`config.mk`:
```
export PLATFORM = sky130hd
export DESIGN_NAME = x86_16_instruction_decoder_flat
export DESIGN_NICKNAME = d
export VERILOG_FILES = /design/src/design/xid_pkg.sv /design/src/design/xid_ifs.sv /design/src/design/xid_collect.sv /design/src/design/xid_decode.sv /design/src/design/x86_16_instruction_decoder.sv /design/src/flat_wrapper.sv
export SDC_FILE = /design/constraint.sdc
export NUM_CORES = 1
export LEC_CHECK = 0
export ABC_AREA = 1
export BUFFER_PORTS_ARGS = -buffer_cell sky130_fd_sc_hd__buf_4
export CORE_MARGIN = 5
export CORE_UTILIZATION = 59
export CTS_CLUSTER_SIZE = 24
export DETAILED_ROUTE_END_ITERATION = 16
export PLACE_DENSITY = 0.79
export SLEW_MARGIN = 30
export SYNTH_ARGS = -nofsm -noshare
export SYNTH_HDL_FRONTEND = slang
export SYNTH_SLANG_ARGS = --single-unit
```
`constraint.sdc`:
```
create_clock -name clk -period 7.6 [get_ports clk]
set_clock_uncertainty 0.1 [all_clocks]
set_input_delay 0.76 -clock clk [delete_from_list [all_inputs] [get_ports clk]]
set_output_delay 0.76 -clock clk [all_outputs]
set_load 0.02 [all_outputs]
```
`src/design/xid_pkg.sv`:
```
// ----------------------------------------------------------------------------
// xid_pkg: shared types and helpers of the 16-bit x86 instruction decoder
// Holds the encoding classes, the record layout and the opcode helper
// functions used by the byte collector and the field decoder.
// ----------------------------------------------------------------------------
package xid_pkg;

    localparam int MAX_INSTR_BYTES = 6;
    localparam int COUNT_W = 3;

    localparam logic [4:0] OP_ADD = 5'd0;
    localparam logic [4:0] OP_SUB = 5'd1;
    localparam logic [4:0] OP_CMP = 5'd2;
    localparam logic [4:0] OP_MOV = 5'd3;
    localparam logic [4:0] OP_JCC_BASE = 5'd4;
    localparam logic [4:0] OP_LOOP_BASE = 5'd20;
    localparam logic [4:0] OP_OTHER = 5'd24;

    localparam logic KIND_REG_DST = 1'b0;
    localparam logic KIND_MEM_DST = 1'b1;
    localparam logic [1:0] KIND_REG = 2'd0;
    localparam logic [1:0] KIND_MEM = 2'd1;
    localparam logic [1:0] KIND_IMM = 2'd2;
    localparam logic [3:0] CODE_DIRECT = 4'd8;

    localparam logic [2:0] SUB_ADD = 3'd0;
    localparam logic [2:0] SUB_SUB = 3'd5;
    localparam logic [2:0] SUB_CMP = 3'd7;

    localparam logic [1:0] MOD_NODISP = 2'd0;
    localparam logic [1:0] MOD_DISP8 = 2'd1;
    localparam logic [1:0] MOD_DISP16 = 2'd2;
    localparam logic [2:0] RM_DIRECT = 3'd6;

    typedef enum logic [2:0] {
        OPC_BAD,
        OPC_RM,
        OPC_ACC_IMMED,
        OPC_REG_IMMED,
        OPC_RM_IMMED,
        OPC_GROUP1,
        OPC_JUMP
    } enc_t;

    typedef struct packed {
        logic                                valid;
        logic                                bad;
        logic [COUNT_W-1:0]                  length;
        logic [MAX_INSTR_BYTES-1:0][7:0]     bytes;
    } instr_t;

    typedef struct packed {
        logic [4:0]         op_kind;
        logic               is_word;
        logic               dst_kind;
        logic [3:0]         dst_code;
        logic [1:0]         src_kind;
        logic [3:0]         src_code;
        logic [15:0]        mem_disp;
        logic [15:0]        imm_value;
        logic               imm_signed;
        logic signed [7:0]  jump_disp;
        logic               bad_opcode;
        logic [2:0]         instr_length;
    } record_t;

    function automatic enc_t classify(input logic [7:0] op);
        enc_t enc;
        enc = OPC_BAD;
        if (op[7:3] inside {5'h00, 5'h05, 5'h07}) begin
            if (op[2:0] inside {[3'd0:3'd3]})
                enc = OPC_RM;
            else if (op[2:0] inside {3'd4, 3'd5})
                enc = OPC_ACC_IMMED;
            else
                enc = OPC_BAD;
        end
        else if (op inside {[8'h88:8'h8B]})
            enc = OPC_RM;
        else if (op inside {[8'h70:8'h7F], [8'hE0:8'hE3]})
            enc = OPC_JUMP;
        else if (op inside {[8'h80:8'h83]})
            enc = OPC_GROUP1;
        else if (op inside {[8'hB0:8'hBF]})
            enc = OPC_REG_IMMED;
        else if (op inside {8'hC6, 8'hC7})
            enc = OPC_RM_IMMED;
        return enc;
    endfunction

    function automatic logic [4:0] base_kind(input logic [7:0] op);
        logic [4:0] kind;
        case (op[7:3])
            5'h00:   kind = OP_ADD;
            5'h05:   kind = OP_SUB;
            5'h07:   kind = OP_CMP;
            default: kind = OP_MOV;
        endcase
        return kind;
    endfunction

    function automatic logic [1:0] disp_len(input logic [7:0] modrm);
        logic [1:0] len;
        case (modrm[7:6])
            MOD_NODISP: len = (modrm[2:0] == RM_DIRECT) ? 2'd2 : 2'd0;
            MOD_DISP8:  len = 2'd1;
            MOD_DISP16: len = 2'd2;
            default:    len = 2'd0;
        endcase
        return len;
    endfunction

    function automatic logic is_wide(input enc_t enc, input logic [7:0] op);
        return (enc == OPC_REG_IMMED) ? op[3] : op[0];
    endfunction

    function automatic logic [1:0] imm_len(input enc_t enc, input logic [7:0] op);
        logic w;
        w = is_wide(enc, op);
        if (enc == OPC_GROUP1 && w && op[1])
            return 2'd1;
        return w ? 2'd2 : 2'd1;
    endfunction

    function automatic logic [15:0] sext8(input logic [7:0] b);
        return {{8{b[7]}}, b};
    endfunction

endpackage

```
`src/design/xid_ifs.sv`:
```
// ----------------------------------------------------------------------------
// xid_ifs: channel interfaces of the instruction decoder
// The byte stream channel and the decoded record channel, each with a
// valid/ready handshake and its payload.
// ----------------------------------------------------------------------------
interface xid_stream_if;
    logic       valid;
    logic       ready;
    logic [7:0] instr_byte;

    modport source (output valid, output instr_byte, input ready);
    modport sink (input valid, input instr_byte, output ready);
endinterface

interface xid_record_if;
    logic               valid;
    logic               ready;
    logic [4:0]         op_kind;
    logic               is_word;
    logic               dst_kind;
    logic [3:0]         dst_code;
    logic [1:0]         src_kind;
    logic [3:0]         src_code;
    logic [15:0]        mem_disp;
    logic [15:0]        imm_value;
    logic               imm_signed;
    logic signed [7:0]  jump_disp;
    logic               bad_opcode;
    logic [2:0]         instr_length;

    modport source (
        output valid, output op_kind, output is_word, output dst_kind,
        output dst_code, output src_kind, output src_code, output mem_disp,
        output imm_value, output imm_signed, output jump_disp,
        output bad_opcode, output instr_length, input ready
    );
    modport sink (
        input valid, input op_kind, input is_word, input dst_kind,
        input dst_code, input src_kind, input src_code, input mem_disp,
        input imm_value, input imm_signed, input jump_disp,
        input bad_opcode, input instr_length, output ready
    );
endinterface

```
`src/design/xid_collect.sv`:
```
// ----------------------------------------------------------------------------
// xid_collect: instruction byte collector
// Gathers the bytes of the current instruction, works out its length from
// the opcode and mod-reg-r/m byte, and flags complete or bad instructions.
// ----------------------------------------------------------------------------
module xid_collect
    import xid_pkg::*;
(
    input  logic       clk,
    input  logic       rst_n,
    input  logic       fire,
    input  logic [7:0] instr_byte,
    output instr_t     instr
);

    logic [MAX_INSTR_BYTES-1:0][7:0] bytes_reg;
    logic [MAX_INSTR_BYTES-1:0][7:0] bytes_next;
    logic [COUNT_W-1:0] count_reg;
    logic [COUNT_W-1:0] count_next;
    logic [COUNT_W-1:0] need_reg;
    logic [COUNT_W-1:0] need_next;
    logic [COUNT_W-1:0] slot;
    logic [COUNT_W-1:0] new_count;
    logic [COUNT_W-1:0] need_cur;
    logic [COUNT_W-1:0] need_new;
    logic               wrapped;
    logic               bad;
    logic               complete;
    enc_t               enc_byte;
    enc_t               enc_first;

    always_comb
    begin
        wrapped = (count_reg >= COUNT_W'(MAX_INSTR_BYTES));
        slot = wrapped ? '0 : count_reg;
        need_cur = wrapped ? '0 : need_reg;
        new_count = slot + COUNT_W'(1);

        bytes_next = bytes_reg;
        bytes_next[slot] = instr_byte;

        enc_byte = classify(instr_byte);
        enc_first = classify(bytes_next[0]);

        bad = 1'b0;
        need_new = need_cur;
        if (new_count == COUNT_W'(1))
        begin
            if (enc_byte == OPC_BAD)
                bad = 1'b1;
            else if (enc_byte == OPC_JUMP)
                need_new = COUNT_W'(2);
            else if (enc_byte == OPC_ACC_IMMED || enc_byte == OPC_REG_IMMED)
                need_new = COUNT_W'(1) + COUNT_W'(imm_len(enc_byte, instr_byte));
            else
                need_new = '0;
        end
        else if (new_count == COUNT_W'(2) && need_cur == '0)
        begin
            need_new = COUNT_W'(2) + COUNT_W'(disp_len(instr_byte));
            if (enc_first == OPC_RM_IMMED || enc_first == OPC_GROUP1)
                need_new = need_new + COUNT_W'(imm_len(enc_first, bytes_next[0]));
        end

        complete = !bad && need_new != '0 && new_count >= need_new;

        if (bad || complete)
        begin
            count_next = '0;
            need_next = '0;
        end
        else
        begin
            count_next = new_count;
            need_next = need_new;
        end

        instr.valid = fire && (bad || complete);
        instr.bad = bad;
        instr.length = new_count;
        instr.bytes = bytes_next;
    end

    always_ff @(posedge clk or negedge rst_n)
    begin
        if (!rst_n)
        begin
            count_reg <= '0;
            need_reg <= '0;
        end
        else if (fire)
        begin
            count_reg <= count_next;
            need_reg <= need_next;
        end
    end

    always_ff @(posedge clk)
    begin
        if (fire)
            bytes_reg <= bytes_next;
    end

endmodule

```
`src/design/xid_decode.sv`:
```
// ----------------------------------------------------------------------------
// xid_decode: instruction field decoder
// Turns the collected bytes of one complete instruction into the operand,
// displacement and immediate fields of a decoded record.
// ----------------------------------------------------------------------------
module xid_decode
    import xid_pkg::*;
(
    input  instr_t  instr,
    output record_t rec
);

    logic [7:0]  op;
    logic [7:0]  b2;
    enc_t        enc;
    logic        w;
    logic [1:0]  md;
    logic [2:0]  rm;
    logic [2:0]  reg_field;
    logic [1:0]  dl;
    logic        rm_kind;
    logic [3:0]  rm_code;
    logic [15:0] disp;
    logic [2:0]  imm_at;
    logic [7:0]  imm_lo;
    logic [7:0]  imm_hi;

    always_comb
    begin
        op = instr.bytes[0];
        b2 = instr.bytes[1];
        enc = classify(op);
        w = is_wide(enc, op);
        md = b2[7:6];
        rm = b2[2:0];
        reg_field = b2[5:3];
        dl = disp_len(b2);
        rm_kind = (md != 2'd3);
        rm_code = (md == MOD_NODISP && rm == RM_DIRECT) ? CODE_DIRECT : {1'b0, rm};
        disp = '0;
        if (rm_kind)
        begin
            if (dl == 2'd1)
                disp = sext8(instr.bytes[2]);
            else if (dl == 2'd2)
                disp = {instr.bytes[3], instr.bytes[2]};
        end
        imm_at = 3'd2 + {1'b0, dl};
        imm_lo = instr.bytes[imm_at];
        imm_hi = instr.bytes[3'(imm_at + 3'd1)];

        rec = '0;
        rec.instr_length = instr.length;

        if (instr.bad)
        begin
            rec.bad_opcode = 1'b1;
            rec.instr_length = 3'd1;
        end
        else if (enc == OPC_JUMP)
        begin
            if (op[7:4] == 4'h7)
                rec.op_kind = OP_JCC_BASE + {1'b0, op[3:0]};
            else
                rec.op_kind = OP_LOOP_BASE + {3'b0, op[1:0]};
            rec.jump_disp = b2;
        end
        else if (enc == OPC_ACC_IMMED || enc == OPC_REG_IMMED)
        begin
            rec.op_kind = base_kind(op);
            rec.is_word = w;
            rec.dst_code = (enc == OPC_REG_IMMED) ? {1'b0, op[2:0]} : 4'd0;
            rec.src_kind = KIND_IMM;
            rec.imm_value = w ? {instr.bytes[2], b2} : {8'h00, b2};
        end
        else
        begin
            rec.is_word = w;
            rec.mem_disp = disp;
            if (enc == OPC_RM)
            begin
                rec.op_kind = base_kind(op);
                if (op[1])
                begin
                    rec.dst_kind = KIND_REG_DST;
                    rec.dst_code = {1'b0, reg_field};
                    rec.src_kind = rm_kind ? KIND_MEM : KIND_REG;
                    rec.src_code = rm_code;
                end
                else
                begin
                    rec.dst_kind = rm_kind ? KIND_MEM_DST : KIND_REG_DST;
                    rec.dst_code = rm_code;
                    rec.src_kind = KIND_REG;
                    rec.src_code = {1'b0, reg_field};
                end
            end
            else
            begin
                rec.dst_kind = rm_kind ? KIND_MEM_DST : KIND_REG_DST;
                rec.dst_code = rm_code;
                rec.src_kind = KIND_IMM;
                if (enc == OPC_GROUP1)
                begin
                    case (reg_field)
                        SUB_ADD: rec.op_kind = OP_ADD;
                        SUB_SUB: rec.op_kind = OP_SUB;
                        SUB_CMP: rec.op_kind = OP_CMP;
                        default: rec.op_kind = OP_OTHER;
                    endcase
                end
                else
                begin
                    rec.op_kind = OP_MOV;
                end
                if (enc == OPC_GROUP1 && w && op[1])
                begin
                    rec.imm_value = sext8(imm_lo);
                    rec.imm_signed = 1'b1;
                end
                else if (w)
                begin
                    rec.imm_value = {imm_hi, imm_lo};
                end
                else
                begin
                    rec.imm_value = {8'h00, imm_lo};
                end
            end
        end
    end

endmodule

```
`src/design/x86_16_instruction_decoder.sv`:
```
// ----------------------------------------------------------------------------
// x86_16_instruction_decoder: 8086 instruction decoder, subset
// Accepts an instruction stream one byte per request and returns one decoded
// record for each complete instruction or unsupported opcode.
// ----------------------------------------------------------------------------
// Usage:
// The stream channel takes one instruction byte per request. The record
// channel returns one decoded record when the last byte of an instruction
// has arrived, or at once for an unsupported first byte, which is dropped.
// Bytes that do not finish an instruction produce no record.
// The block takes one byte every cycle while the result register is free or
// its record is being taken; the rate is set by the input byte register and
// the result register, with the byte collector and the field decoder between
// them. A record is registered from the last byte held in the input register.
// While a record waits in the result register, one more byte can be held in
// the input register; further requests stall only while both are occupied.
// Reset clears the collected length state and empties both registers.
// ----------------------------------------------------------------------------
module x86_16_instruction_decoder
    import xid_pkg::*;
(
    input  logic          clk,
    input  logic          rst_n,
    xid_stream_if.sink    stream,
    xid_record_if.source  record
);

    logic       byte_valid_reg;
    logic [7:0] byte_reg;
    logic       res_valid_reg;
    record_t    res_reg;
    logic       out_free;
    logic       fire;
    instr_t     instr;
    record_t    rec;

    assign out_free = !res_valid_reg || record.ready;
    assign fire = byte_valid_reg && out_free;
    assign stream.ready = !byte_valid_reg || out_free;

    xid_collect u_collect (
        .clk        (clk),
        .rst_n      (rst_n),
        .fire       (fire),
        .instr_byte (byte_reg),
        .instr      (instr)
    );

    xid_decode u_decode (
        .instr (instr),
        .rec   (rec)
    );

    always_ff @(posedge clk or negedge rst_n)
    begin
        if (!rst_n)
        begin
            byte_valid_reg <= 1'b0;
            res_valid_reg <= 1'b0;
        end
        else
        begin
            if (stream.valid && stream.ready)
                byte_valid_reg <= 1'b1;
            else if (fire)
                byte_valid_reg <= 1'b0;

            if (instr.valid)
                res_valid_reg <= 1'b1;
            else if (record.ready)
                res_valid_reg <= 1'b0;
        end
    end

    always_ff @(posedge clk)
    begin
        if (stream.valid && stream.ready)
            byte_reg <= stream.instr_byte;
        if (instr.valid)
            res_reg <= rec;
    end

    assign record.valid = res_valid_reg;
    assign record.op_kind = res_reg.op_kind;
    assign record.is_word = res_reg.is_word;
    assign record.dst_kind = res_reg.dst_kind;
    assign record.dst_code = res_reg.dst_code;
    assign record.src_kind = res_reg.src_kind;
    assign record.src_code = res_reg.src_code;
    assign record.mem_disp = res_reg.mem_disp;
    assign record.imm_value = res_reg.imm_value;
    assign record.imm_signed = res_reg.imm_signed;
    assign record.jump_disp = res_reg.jump_disp;
    assign record.bad_opcode = res_reg.bad_opcode;
    assign record.instr_length = res_reg.instr_length;

endmodule
```
`src/flat_wrapper.sv`:
```
// flat-port wrapper written by rule: the top's interface ports become plain ports
module x86_16_instruction_decoder_flat import xid_pkg::*;
  (clk, rst_n, stream_valid, stream_instr_byte, stream_ready, record_valid, record_op_kind, record_is_word, record_dst_kind, record_dst_code, record_src_kind, record_src_code, record_mem_disp, record_imm_value, record_imm_signed, record_jump_disp, record_bad_opcode, record_instr_length, record_ready);
  xid_stream_if stream_i ();
  xid_record_if record_i ();
  input  logic clk;
  input  logic rst_n;
  input wire logic [$bits(stream_i.valid)-1:0] stream_valid;
  input wire logic [$bits(stream_i.instr_byte)-1:0] stream_instr_byte;
  output wire logic [$bits(stream_i.ready)-1:0] stream_ready;
  output wire logic [$bits(record_i.valid)-1:0] record_valid;
  output wire logic [$bits(record_i.op_kind)-1:0] record_op_kind;
  output wire logic [$bits(record_i.is_word)-1:0] record_is_word;
  output wire logic [$bits(record_i.dst_kind)-1:0] record_dst_kind;
  output wire logic [$bits(record_i.dst_code)-1:0] record_dst_code;
  output wire logic [$bits(record_i.src_kind)-1:0] record_src_kind;
  output wire logic [$bits(record_i.src_code)-1:0] record_src_code;
  output wire logic [$bits(record_i.mem_disp)-1:0] record_mem_disp;
  output wire logic [$bits(record_i.imm_value)-1:0] record_imm_value;
  output wire logic [$bits(record_i.imm_signed)-1:0] record_imm_signed;
  output wire logic [$bits(record_i.jump_disp)-1:0] record_jump_disp;
  output wire logic [$bits(record_i.bad_opcode)-1:0] record_bad_opcode;
  output wire logic [$bits(record_i.instr_length)-1:0] record_instr_length;
  input wire logic [$bits(record_i.ready)-1:0] record_ready;
  assign stream_i.valid = stream_valid;
  assign stream_i.instr_byte = stream_instr_byte;
  assign stream_ready = stream_i.ready;
  assign record_valid = record_i.valid;
  assign record_op_kind = record_i.op_kind;
  assign record_is_word = record_i.is_word;
  assign record_dst_kind = record_i.dst_kind;
  assign record_dst_code = record_i.dst_code;
  assign record_src_kind = record_i.src_kind;
  assign record_src_code = record_i.src_code;
  assign record_mem_disp = record_i.mem_disp;
  assign record_imm_value = record_i.imm_value;
  assign record_imm_signed = record_i.imm_signed;
  assign record_jump_disp = record_i.jump_disp;
  assign record_bad_opcode = record_i.bad_opcode;
  assign record_instr_length = record_i.instr_length;
  assign record_i.ready = record_ready;
  x86_16_instruction_decoder u_core (.clk(clk), .rst_n(rst_n), .stream(stream_i), .record(record_i));
endmodule
```
==> run metrics <==
outcome=finished, final reports clean; most common cell after layout, fill and taps aside=nand2_1; number of global-route vias before repair=5704; CTS Hold Bufs=0; cts repair resizes=0; Port Buffers=75; Congestion Overflow GR=0; most frequent cells in the layout=nand2_1, edfxtp_1, inv_1; Slew Limit Fails=0; Max Cap Viol=0; TritonCTS clock tree=done; top cells by area, synth=edfxtp_1, nand2_1, inv_1, o21ai_0, nor2_1; Total GRT Usage=0.2757; Setup TNS=0 ns; Mean Syn Cell Area=9.002 µm²; first-pass GRT wire length=30.85 mm; I/O pin total=76; CTS HTree Levels=4; Final period util=0.8871; Syn Inst Count=797; Initial Utilization=0.5998; Synth Warn #=0; Final HPWL DP=13.60 mm; sequential area share after synthesis=0.5218; Clock Tree Buf Depth=2; Clk pin slew, worst setup/hold paths=0.06 ns; core area=0.01196 mm²; clk_lat worst skew=0.43 ns; register bit count reported by yosys=126; Worst Path Max Fanout=62; Yosys top cell area share=0.4939; DRC violations left=0; WL final=19.28 mm; Highest Clock Rate=0.1483 GHz; crit path time final=6.742 ns; clk sinks=126; largest net degree at the start of global routing=63; Max-slew headroom=0.4050; Worst Hold Class=input port to async pin; Post-Layout Inst Area=0.008379 mm²; crit end category=flip-flop; Die H=120.3 µm; Critical-path top delay cell=ha_1; placed standard-cell area=0.007784 mm²; DR vias=6036; Crit Path Category=flip-flop to flip-flop; max reg flops=48; CTS root buf=clkbuf_16; die area=0.01446 mm²; number of antenna violations at the first check in global routing=0; area grow syn2layout=16.79%; critical path arrival=6.69 ns; RSZ-0062 raised after global routing=no; Finish-stage setup viols=0; Hold Vio Cnt, Final=0; Synthesized Nets=828; synthesized area=0.007174 mm²; Die W=120.3 µm; Required @ worst endpoint=7.55 ns; CP Launch Type=flip-flop; TritonCTS buffer count=17; synth unique cells=44; Antenna Violating Nets Remaining=0; Routability Congestion=0.9774; Least-Margin Pin Slew=0.8904 ns; share of layout cells above drive strength 1=0.1889; n_diodes=0; Core Rows=40; Util after Layout=0.7005; Synth area leader=edfxtp_1; slowest stage delay, CP=0.64 ns; drt first pass iters=8; setup bufs post-CTS=0; r2r startpoint=u_core.u_collect.count_reg[1]$_DFFE_PN0P_; CP Launch Point=u_core.u_collect.count_reg[1]$_DFFE_PN0P_; # nets final=897; DR iter-0 viols=545; vias per cell=5.883; WL/cell=18.79 µm; Top cell by count, worst path=nand2_1
[cell usage after synthesis, drive strengths merged]
master / instances
o221ai: 5
buf: 16
inv: 124
o2111ai: 1
dfrtp: 8
edfxtp: 118
o211ai: 31
nor4: 1
xor2: 2
nand3: 32
xnor2: 1
ha: 18
nand2: 188
and3: 2
o21ai: 86
o21a: 2
a31oi: 1
or2: 3
a21oi: 40
clkbuf: 11
nor3: 1
nand4: 10
nor2: 76
o22ai: 13
fa: 1
a31o: 1
and2: 1
a211oi: 4
[per-stage QoR]
| step | instances | hold WS (ns) | worst slack (ns) |
|---|---|---|---|
| 2_1_floorplan | 797 | 0.3644 | 1.242 |
| 3_3_place_gp | 994 | 0.4258 | 1.276 |
| 3_5_place_dp | 994 | 0.4388 | 0.9536 |
| 4_1_cts | 1026 | 0.03572 | 0.9121 |
| 5_1_grt | 1026 | 0.02915 | 0.2256 |
| 6_report | 1026 | 0.03809 | 0.8583 |
[worst max-delay path, delay by kind of cell (launching register included)]
family | cells | cell delay [ns]
AO/OA/AOI/OAI | 4 | 0.65
XOR/XNOR | 1 | 0.16
adder cells (fa/ha/maj) | 5 | 1.77
buffers and inverters | 7 | 1.21
flip-flops | 1 | 0.44
AND/OR/NAND/NOR | 20 | 1.91
[per-layer routing]
layer,track usage,share of wire,up-vias
li1,-,-,2853
met2,0.4289,0.47,278
met3,0.06221,0.073,46
met4,0.1048,0.024,0
met1,0.3801,0.44,2859
met5,0,0,-
[final cells by class]
| cell class | count | area (µm²) |
|---|---|---|
| fill | 919 | 3582 |
| tap | 147 | 183.9 |
| multi-input combinational | 520 | 2813 |
| clock buffer | 18 | 429.2 |
| clock inverter | 14 | 166.4 |
| sequential | 126 | 3744 |
| inverter | 124 | 465.4 |
| timing repair buffer | 77 | 578.1 |
[worst paths after layout]
| kind | cells after the start | slack, ns | to |
|---|---|---|---|
| worst max-delay path | 37 | 0.86 | u_core.record.instr_length[1]$_SDFFCE_PP0P_ |
| worst min-delay path | 1 | 0.04 | u_core.u_collect.count_reg[1]$_DFFE_PN0P_ |
| worst max register to register | 37 | 0.86 | u_core.record.instr_length[1]$_SDFFCE_PP0P_ |
| worst min register to register | 2 | 0.45 | u_core.record.valid$_DFFE_PN0P_ |
| max in group asynchronous | 1 | 7.23 | u_core.u_collect.need_reg[0]$_DFFE_PN0P_ |
| min in group clk | 1 | 0.41 | u_core.byte_reg[6]$_DFFE_PP_ |
[logic make-up after synthesis]
family	count (synthesis)	share of synthesized area
DFF	126	0.5218
and+or+nand+nor	314	0.1978
AOI/OAI and AO/OA	184	0.1564
xor gates and xnor gates	3	0.003663
buffers and inverters	151	0.08615
adders and majority gates	19	0.03418
Power is left out: the tool's default activity adds up to more than one toggle a clock period on the data nets, which glitch-free logic cannot reach.
